`config.mk`:
```
export PLATFORM = sky130hd
export DESIGN_NAME = button_press_classifier_top_flat
export DESIGN_NICKNAME = d
export VERILOG_FILES = /design/src/design/bpc_pkg.sv /design/src/design/bpc_if.sv /design/src/design/bpc_cfg_regs.sv /design/src/design/bpc_core.sv /design/src/design/button_press_classifier_top.sv /design/src/flat_wrapper.sv
export VERILOG_INCLUDE_DIRS = /design/src /design/src/design
export SDC_FILE = /design/constraint.sdc
export NUM_CORES = 1
export LEC_CHECK = 0
export BUFFER_PORTS_ARGS = -buffer_cell sky130_fd_sc_hd__buf_2
export CAP_MARGIN = 5
export CORE_MARGIN = 3
export CORE_UTILIZATION = 35
export CTS_CLUSTER_SIZE = 8
export DETAILED_ROUTE_END_ITERATION = 8
export SYNTH_ARGS = -nofsm -noshare
export SYNTH_HDL_FRONTEND = slang
export SYNTH_SLANG_ARGS = --single-unit
```
`constraint.sdc`:
```
create_clock -name clk -period 4.41 [get_ports clk]
set_input_delay 0.441 -clock clk [delete_from_list [all_inputs] [get_ports clk]]
set_output_delay 0.441 -clock clk [all_outputs]
set_load 0.02 [all_outputs]
```
`src/design/button_press_classifier_top_assert.svh`:
```
// Assertion helpers for the button press classifier.
// All checks are clocked on clk and held off while arst_n is low.
`ifndef BUTTON_PRESS_CLASSIFIER_TOP_ASSERT_SVH
`define BUTTON_PRESS_CLASSIFIER_TOP_ASSERT_SVH

// Same-cycle implication.
`define BPC_ASSERT_NOW(label, ante, cons) \
	label: assert property (@(posedge clk) disable iff (!arst_n) (ante) |-> (cons)) \
		else $error("%m: check failed");

// Next-cycle implication.
`define BPC_ASSERT_NEXT(label, ante, cons) \
	label: assert property (@(posedge clk) disable iff (!arst_n) (ante) |=> (cons)) \
		else $error("%m: check failed");

`endif

```
`src/design/bpc_pkg.sv`:
```
package bpc_pkg;

	// Fixed field widths
	localparam int NOW_W      = 32;
	localparam int CFG_IDX_W  = 2;
	localparam int CFG_DATA_W = 16;
	localparam int LAT_W      = 16;

	// Register indexes on the write port
	localparam logic [CFG_IDX_W-1:0] CFG_DEBOUNCE  = 2'd0;
	localparam logic [CFG_IDX_W-1:0] CFG_HOLD_DOWN = 2'd1;
	localparam logic [CFG_IDX_W-1:0] CFG_ACT_LOW   = 2'd2;
	localparam logic [CFG_IDX_W-1:0] CFG_USE_IRQ   = 2'd3;

	// Register reset values
	localparam logic [LAT_W-1:0] DEBOUNCE_RST  = 16'd50;
	localparam logic [LAT_W-1:0] HOLD_DOWN_RST = 16'd1000;

	// Button phases
	typedef enum logic [1:0] {
		PH_STANDBY   = 2'd0,
		PH_DETECTING = 2'd1,
		PH_WAITING   = 2'd2
	} phase_t;

	// Classification codes
	typedef enum logic [1:0] {
		RES_SKIP    = 2'd0,
		RES_PUSHING = 2'd1,
		RES_SHORT   = 2'd2,
		RES_LONG    = 2'd3
	} res_t;

	// Item function codes
	localparam logic FUNC_POLL = 1'b0;
	localparam logic FUNC_IRQ  = 1'b1;

	typedef struct packed {
		logic [LAT_W-1:0] debounce_latency;
		logic [LAT_W-1:0] hold_down_time;
		logic             active_low;
		logic             use_interrupt;
	} cfg_t;

	typedef struct packed {
		logic             func;
		logic             pin_level;
		logic [NOW_W-1:0] now_ms;
	} item_t;

	// Core status seen by the top level
	typedef struct packed {
		phase_t phase;
	} core_status_t;

endpackage

```
`src/design/bpc_if.sv`:
```
// Input item channel
interface bpc_item_if import bpc_pkg::*; ();
	logic             valid;
	logic             ready;
	logic             func;
	logic             pin_level;
	logic [NOW_W-1:0] now_ms;

	modport source (output valid, output func, output pin_level, output now_ms, input ready);
	modport sink   (input valid, input func, input pin_level, input now_ms, output ready);
endinterface

// Result channel
interface bpc_result_if ();
	logic       valid;
	logic       ready;
	logic [1:0] press_result;

	modport source (output valid, output press_result, input ready);
	modport sink   (input valid, input press_result, output ready);
endinterface

```
`src/design/bpc_cfg_regs.sv`:
```
module bpc_cfg_regs import bpc_pkg::*; (
	input  logic                  clk,
	input  logic                  arst_n,
	input  logic                  cfg_we,
	input  logic [CFG_IDX_W-1:0]  cfg_idx,
	input  logic [CFG_DATA_W-1:0] cfg_wdata,
	output cfg_t                  cfg
);

	cfg_t cfg_q;

	// Register file, writes masked to each register's width
	always_ff @(posedge clk or negedge arst_n) begin
		if (!arst_n) begin
			cfg_q.debounce_latency <= DEBOUNCE_RST;
			cfg_q.hold_down_time   <= HOLD_DOWN_RST;
			cfg_q.active_low       <= 1'b1;
			cfg_q.use_interrupt    <= 1'b1;
		end else if (cfg_we) begin
			case (cfg_idx)
				CFG_DEBOUNCE:  cfg_q.debounce_latency <= cfg_wdata[LAT_W-1:0];
				CFG_HOLD_DOWN: cfg_q.hold_down_time   <= cfg_wdata[LAT_W-1:0];
				CFG_ACT_LOW:   cfg_q.active_low       <= cfg_wdata[0];
				CFG_USE_IRQ:   cfg_q.use_interrupt    <= cfg_wdata[0];
				default: ;
			endcase
		end
	end

	assign cfg = cfg_q;

endmodule

```
`src/design/bpc_core.sv`:
```
module bpc_core import bpc_pkg::*; #(
	parameter int TIME_BITS = 32
) (
	input  logic         clk,
	input  logic         arst_n,
	input  logic         en,
	input  item_t        item,
	input  cfg_t         cfg,
	output res_t         result,
	output core_status_t status
);

	phase_t                phase_q, phase_d;
	logic [TIME_BITS-1:0]  stamp_q, stamp_d;
	logic [TIME_BITS-1:0]  now_t;
	logic [TIME_BITS-1:0]  elapsed;
	logic                  pressed;
	logic                  settled;
	logic                  held_long;

	// Time stamp fitted to the internal time width
	assign now_t   = TIME_BITS'(item.now_ms);
	assign pressed = (item.pin_level == !cfg.active_low);

	// Zero stamp reads as no elapsed time
	assign elapsed   = (stamp_q == '0) ? '0 : (now_t - stamp_q);
	assign settled   = (elapsed > TIME_BITS'(cfg.debounce_latency));
	assign held_long = (elapsed > TIME_BITS'(cfg.hold_down_time));

	// Phase state register and stamp
	always_ff @(posedge clk or negedge arst_n) begin
		if (!arst_n) begin
			phase_q <= PH_STANDBY;
			stamp_q <= '0;
		end else if (en) begin
			phase_q <= phase_d;
			stamp_q <= stamp_d;
		end
	end

	// Next phase and classification
	always_comb begin
		phase_d = phase_q;
		stamp_d = stamp_q;
		result  = RES_SKIP;
		if (item.func == FUNC_IRQ) begin
			// press edge only matters in standby
			if (phase_q == PH_STANDBY) begin
				phase_d = PH_DETECTING;
				stamp_d = now_t;
			end
		end else begin
			case (phase_q)
				PH_STANDBY: begin
					if (!cfg.use_interrupt && pressed) begin
						phase_d = PH_DETECTING;
						stamp_d = now_t;
						result  = RES_PUSHING;
					end
				end
				PH_DETECTING: begin
					if (settled && !pressed) begin
						phase_d = PH_WAITING;
						stamp_d = now_t;
						result  = held_long ? RES_LONG : RES_SHORT;
					end else begin
						result = RES_PUSHING;
					end
				end
				PH_WAITING: begin
					if (settled) begin
						phase_d = PH_STANDBY;
						stamp_d = '0;
					end
				end
				default: ;
			endcase
		end
	end

	assign status.phase = phase_q;

endmodule

```
`src/design/button_press_classifier_top.sv`:
```
// Button press classifier: debounce plus short/long press detection.
// Path: the input register holds an accepted item, the core classifies it, and the result register holds its result.
// Throughput: one item per cycle while the result side takes results; the phase/stamp update is the loop.
// Reset: pipeline empty, phase standby, stamp zero, registers at their
// defaults (debounce 50, hold-down 1000, active low, interrupt mode).
module button_press_classifier_top import bpc_pkg::*; #(
	parameter int TIME_BITS = 32
) (
	input  logic                  clk,
	input  logic                  arst_n,
	bpc_item_if.sink              item,
	bpc_result_if.source          result,
	input  logic                  cfg_we,
	input  logic [CFG_IDX_W-1:0]  cfg_idx,
	input  logic [CFG_DATA_W-1:0] cfg_wdata
);

	cfg_t         cfg;
	item_t        item_s1;
	logic         vld_s1;
	logic         vld_s2;
	res_t         res_s2;
	res_t         core_res;
	core_status_t core_st;
	logic         adv_s2;
	logic         adv_s1;

	bpc_cfg_regs u_cfg (
		.clk       (clk),
		.arst_n    (arst_n),
		.cfg_we    (cfg_we),
		.cfg_idx   (cfg_idx),
		.cfg_wdata (cfg_wdata),
		.cfg       (cfg)
	);

	// Pipeline flow: output stage frees when empty or taken
	assign adv_s2      = !vld_s2 || result.ready;
	assign adv_s1      = vld_s1 && adv_s2;
	assign item.ready  = !vld_s1 || adv_s2;

	// Input register
	always_ff @(posedge clk or negedge arst_n) begin
		if (!arst_n) begin
			vld_s1 <= 1'b0;
		end else if (item.ready) begin
			vld_s1 <= item.valid;
		end
	end

	always_ff @(posedge clk) begin
		if (item.valid && item.ready) begin
			item_s1.func      <= item.func;
			item_s1.pin_level <= item.pin_level;
			item_s1.now_ms    <= item.now_ms;
		end
	end

	bpc_core #(.TIME_BITS(TIME_BITS)) u_core (
		.clk    (clk),
		.arst_n (arst_n),
		.en     (adv_s1),
		.item   (item_s1),
		.cfg    (cfg),
		.result (core_res),
		.status (core_st)
	);

	// Result register
	always_ff @(posedge clk or negedge arst_n) begin
		if (!arst_n) begin
			vld_s2 <= 1'b0;
		end else if (adv_s2) begin
			vld_s2 <= vld_s1;
		end
	end

	always_ff @(posedge clk) begin
		if (adv_s1) begin
			res_s2 <= core_res;
		end
	end

	assign result.valid        = vld_s2;
	assign result.press_result = res_s2;

`include "button_press_classifier_top_assert.svh"

	// A new result only appears after an item sat in the input stage
	`BPC_ASSERT_NOW(a_res_from_s1, vld_s2 && !$past(vld_s2), $past(vld_s1))
	// A completed press always leaves the block settling
	`BPC_ASSERT_NEXT(a_press_to_wait, adv_s1 && (core_res == RES_SHORT || core_res == RES_LONG), core_st.phase == PH_WAITING)
	// Interrupt items never report anything
	`BPC_ASSERT_NEXT(a_irq_skip, adv_s1 && item_s1.func == FUNC_IRQ, res_s2 == RES_SKIP)
	// Polling start only when interrupt mode is off
	`BPC_ASSERT_NOW(a_poll_start, adv_s1 && core_st.phase == PH_STANDBY && core_res == RES_PUSHING, !cfg.use_interrupt)

endmodule
```
`src/flat_wrapper.sv`:
```
// flat-port wrapper written by rule: the top's interface ports become plain ports
module button_press_classifier_top_flat import bpc_pkg::*;
#(
	parameter int TIME_BITS = 32
)
  (clk, arst_n, cfg_we, cfg_idx, cfg_wdata, item_valid, item_func, item_pin_level, item_now_ms, item_ready, result_valid, result_press_result, result_ready);
  bpc_item_if item_i ();
  bpc_result_if result_i ();
  input  logic clk;
  input  logic arst_n;
  input  logic cfg_we;
  input  logic [CFG_IDX_W-1:0] cfg_idx;
  input  logic [CFG_DATA_W-1:0] cfg_wdata;
  input wire logic [$bits(item_i.valid)-1:0] item_valid;
  input wire logic [$bits(item_i.func)-1:0] item_func;
  input wire logic [$bits(item_i.pin_level)-1:0] item_pin_level;
  input wire logic [$bits(item_i.now_ms)-1:0] item_now_ms;
  output wire logic [$bits(item_i.ready)-1:0] item_ready;
  output wire logic [$bits(result_i.valid)-1:0] result_valid;
  output wire logic [$bits(result_i.press_result)-1:0] result_press_result;
  input wire logic [$bits(result_i.ready)-1:0] result_ready;
  assign item_i.valid = item_valid;
  assign item_i.func = item_func;
  assign item_i.pin_level = item_pin_level;
  assign item_i.now_ms = item_now_ms;
  assign item_ready = item_i.ready;
  assign result_valid = result_i.valid;
  assign result_press_result = result_i.press_result;
  assign result_i.ready = result_ready;
  button_press_classifier_top #(.TIME_BITS(TIME_BITS)) u_core (.clk(clk), .arst_n(arst_n), .item(item_i), .result(result_i), .cfg_we(cfg_we), .cfg_idx(cfg_idx), .cfg_wdata(cfg_wdata));
endmodule
```
==> impl_results.rst <==
.. list-table::
   :header-rows: 1

   * - Metric
     - Value
   * - Req. time, crit path
     - 4.69 ns
   * - Clk sink count
     - 106
   * - Net count after synthesis
     - 845
   * - Number of optimization iterations in the first detailed-route pass
     - 5
   * - Timing-limited maximum frequency
     - 0.236 GHz
   * - Setup TNS after final layout
     - 0 ns
   * - Number of buffers created by CTS
     - 9
   * - Peak supply drop
     - 0.000181 V
   * - Ports placed on the boundary
     - 61
   * - Area overhead of the layout relative to synthesis
     - 18.2%
   * - Number of failing setup endpoints in the final timing report
     - 0
   * - Number of distinct library cell variants in the gate-level netlist after synthesis
     - 61
   * - Synthesized flop and latch total
     - 106
   * - Setup CP Type
     - reg2reg
   * - Kind of cell adding the most delay to the critical path
     - compound AO/OA/AOI/OAI gates
   * - Beginning of the worst register-to-register path
     - u_core.item_s1[7]
   * - Crit path max fanout
     - 6
   * - DIE AREA
     - 21500 um2
   * - Antenna violations before repair
     - 0
   * - Ant. Diodes
     - 0
   * - Number of failing hold endpoints at the final stage
     - 0
   * - Final ANT Viol Nets
     - 0
   * - DRC viols
     - 0
   * - Kind of path behind the tightest hold check
     - in2async
   * - Routed wire length on met3
     - 601 um
   * - Top-area cell type share of the netlist area
     - 21.3%
   * - Reg2reg end
     - u_core.u_core.stamp_q[2]
   * - Commonest cells after routing, fill and taps aside
     - nand2_1 (87), inv_1 (72), ha_1 (62), buf_2 (60), dfrtp_1 (58)
   * - Met2 wire length
     - 7750 um
   * - Layout cells sized above 1
     - 22.0%
   * - Mean instance size in the synthesized netlist
     - 9.59 um2
   * - Flop-to-flop setup slack
     - 0.18 ns
   * - CTS H-tree depth
     - 3
   * - Detailed placement HPWL
     - 12100 um
   * - Number of enable-type register cells in the synthesized netlist
     - 36
   * - Post-route cell area
     - 8190 um2
   * - Global-route wire length before repair
     - 26500 um
   * - Final Worst Setup Slack
     - 0.180 ns
   * - Per-cell via count in the routed design
     - 5.01
   * - Clock insertion delay at the later pin of the skew report
     - 0.36 ns
   * - Reg clk slew, reported paths
     - 0.07 ns
   * - Post-detailed-route wirelength per cell
     - 15.4 um
   * - Number of buffers inserted by port buffering
     - 60
   * - Number of pins exceeding their max-slew limit in the final report
     - 0
   * - Starting density of the core
     - 36.3%
   * - Leakage
     - 3.97 nW
   * - Wire length on met1
     - 7800 um
   * - Core ar.
     - 19100 um2
   * - Least-Margin Pin Slew
     - 0.858 ns
   * - Leading cell type in the layout, fill and taps excluded
     - nand2_1
   * - Cell breakdown of the critical path
     - ha_1 > nand2_1 > or3_1 > a21oi_4 > nor2_2 > xor2_2 > nor2_2 > ha_1 > nand2_1 > o21ai_1 > a21o_1 > a21o_1 > nor2_1 > a21oi_1 > o21a_2 > o31ai_2 > a21o_2 > buf_12 > buf_12 > mux2i_2
   * - Netlist Area Pre-Place
     - 6930 um2
   * - Cell type with the largest total area after synthesis
     - dfrtp_1
   * - CTS Buffer Depth
     - 2
   * - Worst setup SP type
     - flip-flop
   * - Data arrival time of the critical path
     - 4.51 ns
   * - Final weighted congestion in routability-driven placement
     - 0.876
   * - Max-cap violation count
     - 0
   * - Placement Cell Area
     - 7550 um2
   * - Worst clock skew on the final layout
     - 0.00712 ns
   * - Final net count
     - 921
   * - Row Count
     - 50
   * - Min Tclk post-route
     - 4.23 ns
   * - Largest net degree at the start of global routing
     - 37
   * - Starting DRT DRC Count
     - 282
   * - Cell types with the largest area share after synthesis
     - dfrtp_1 (21%), edfxtp_1 (16%), ha_1 (12%), mux2i_1 (5.1%), nand2_1 (4.8%)
   * - Tightest slew margin relative to the limit
     - 42.6%
   * - Master cell of the clock root buffer
     - clkbuf_16
   * - Vertical die dimension
     - 147 um
   * - Horizontal die dimension
     - 147 um
   * - Sequential area share after synthesis
     - 41.1%
   * - Post-synthesis instance total
     - 722
   * - Number of global-route vias before repair
     - 5371
   * - Critical path's slowest cell
     - ha_1
   * - Wire length reported by the detailed router
     - 16400 um
   * - Fraction of synthesis flops using an asynchronous set or reset pin
     - 66.0%
   * - Post-route fraction of the period consumed by the critical path
     - 95.9%
   * - Total power divided by cell area
     - 295 nW/um2
   * - Clock tree from TritonCTS
     - built
   * - Bufs and invs on worst path
     - 2
   * - Primary FF master, synth
     - dfrtp_1
   * - Number of warning messages in the yosys log
     - 0
   * - Biggest cell delay along the critical path
     - 0.46 ns
   * - Total vias in the final route
     - 5325
   * - Register-to-Register Path Depth
     - 20
   * - Critical path capture point type
     - flip-flop
   * - Grt total ovfl
     - 0
   * - Top routing layer used
     - met4
   * - Result of the run
     - finished clean
   * - Total Power Consumption
     - 2.41 mW
   * - Total Routing Usage GR
     - 15.1%
   * - Post-placement worst setup slack
     - -0.0903 ns
[logic make-up (layout without fill, tap and decap cells)]
group / Yosys count / in the layout / synth area share, %
muxes: 54 / 54 / 8.15
AOI/OAI and AO/OA: 162 / 162 / 15.0
xor gates and xnor gates: 23 / 23 / 2.91
DFF: 106 / 106 / 41.1
and+or+nand+nor: 218 / 218 / 14.8
adders and majority gates: 67 / 67 / 12.2
buffers and inverters: 92 / 173 / 5.82
[cell type report]
cell class / instances / area, um2
well taps: 260 / 325
multi-input cells: 524 / 3860
fillers: 1875 / 10900
clock buffers: 10 / 229
repair buffers: 84 / 587
flip-flops and latches: 106 / 2850
clock inverters: 6 / 67.6
inverters: 73 / 274
[worst max path at each step]
stage / start / endpoint / cells after the start
floorplan: u_core.u_core.stamp_q[4] / u_core.u_core.stamp_q[0] / 21
global placement: u_core.u_core.stamp_q[0] / u_core.u_core.stamp_q[2] / 20
detailed placement: u_core.u_core.stamp_q[0] / u_core.u_core.stamp_q[2] / 20
CTS: u_core.u_core.stamp_q[0] / u_core.u_core.stamp_q[2] / 20
global route: u_core.item_s1[0] / u_core.u_core.stamp_q[7] / 23
finish: u_core.item_s1[7] / u_core.u_core.stamp_q[2] / 20
[state kept, by name, summed over array words and instances, names as in the netlist]
name	flops
u_core.u_core.status	2
u_core.vld_s1	1
u_core.result.valid	1
u_core.u_core.stamp_q	32
u_core.result.press_result	2
u_core.item_s1	34
u_core.u_cfg.cfg	34
[Yosys cell counts, drive strengths merged (12+ instances only)]
cell	number
dfrtp	59
nand2	89
nor3	14
a21oi	54
xor2	13
a21o	12
edfxtp	36
mux2i	35
clkbuf	14
mux2	19
o21ai	46
ha	65
nor2	45
inv	73
nand4	14
[metrics by stage]
| stage | instances | utilization (%) | hold slack [ns] |
|---|---|---|---|
| floorplan | 722 | - | 0.145 |
| global placement | 1034 | 39.6 | 0.470 |
| detailed placement | 1034 | 39.6 | 0.489 |
| CTS | 1050 | 41.2 | 0.195 |
| global route | 1063 | 42.9 | 0.235 |
| finish | 1063 | 42.9 | 0.171 |
[what timing repair did]
item                       in CTS  in global routing
hold buffers                    0                  0
pin swaps                       1                 21
setup buffers                   0                  9
setup endpoints to repair      33                 34
resized for setup               2                 40
gates cloned                    0                  4
[routing by layer]
metal  global-route usage [%]  vias to the layer above
met5                        0                        -
met4                     3.86                        0
met3                     2.98                       15
met2                     24.8                       88
met1                     20.3                     2520
li1                         -                     2702
[where the power goes]
part / switching (mW) / internal, mW / total [mW]
Clock: 0.375 / 0.442 / 0.816
Sequential: 0.0408 / 1.12 / 1.16
Combinational: 0.245 / 0.196 / 0.441
Total: 0.660 / 1.75 / 2.41
Note: power is estimated with default switching activity, not from simulation.
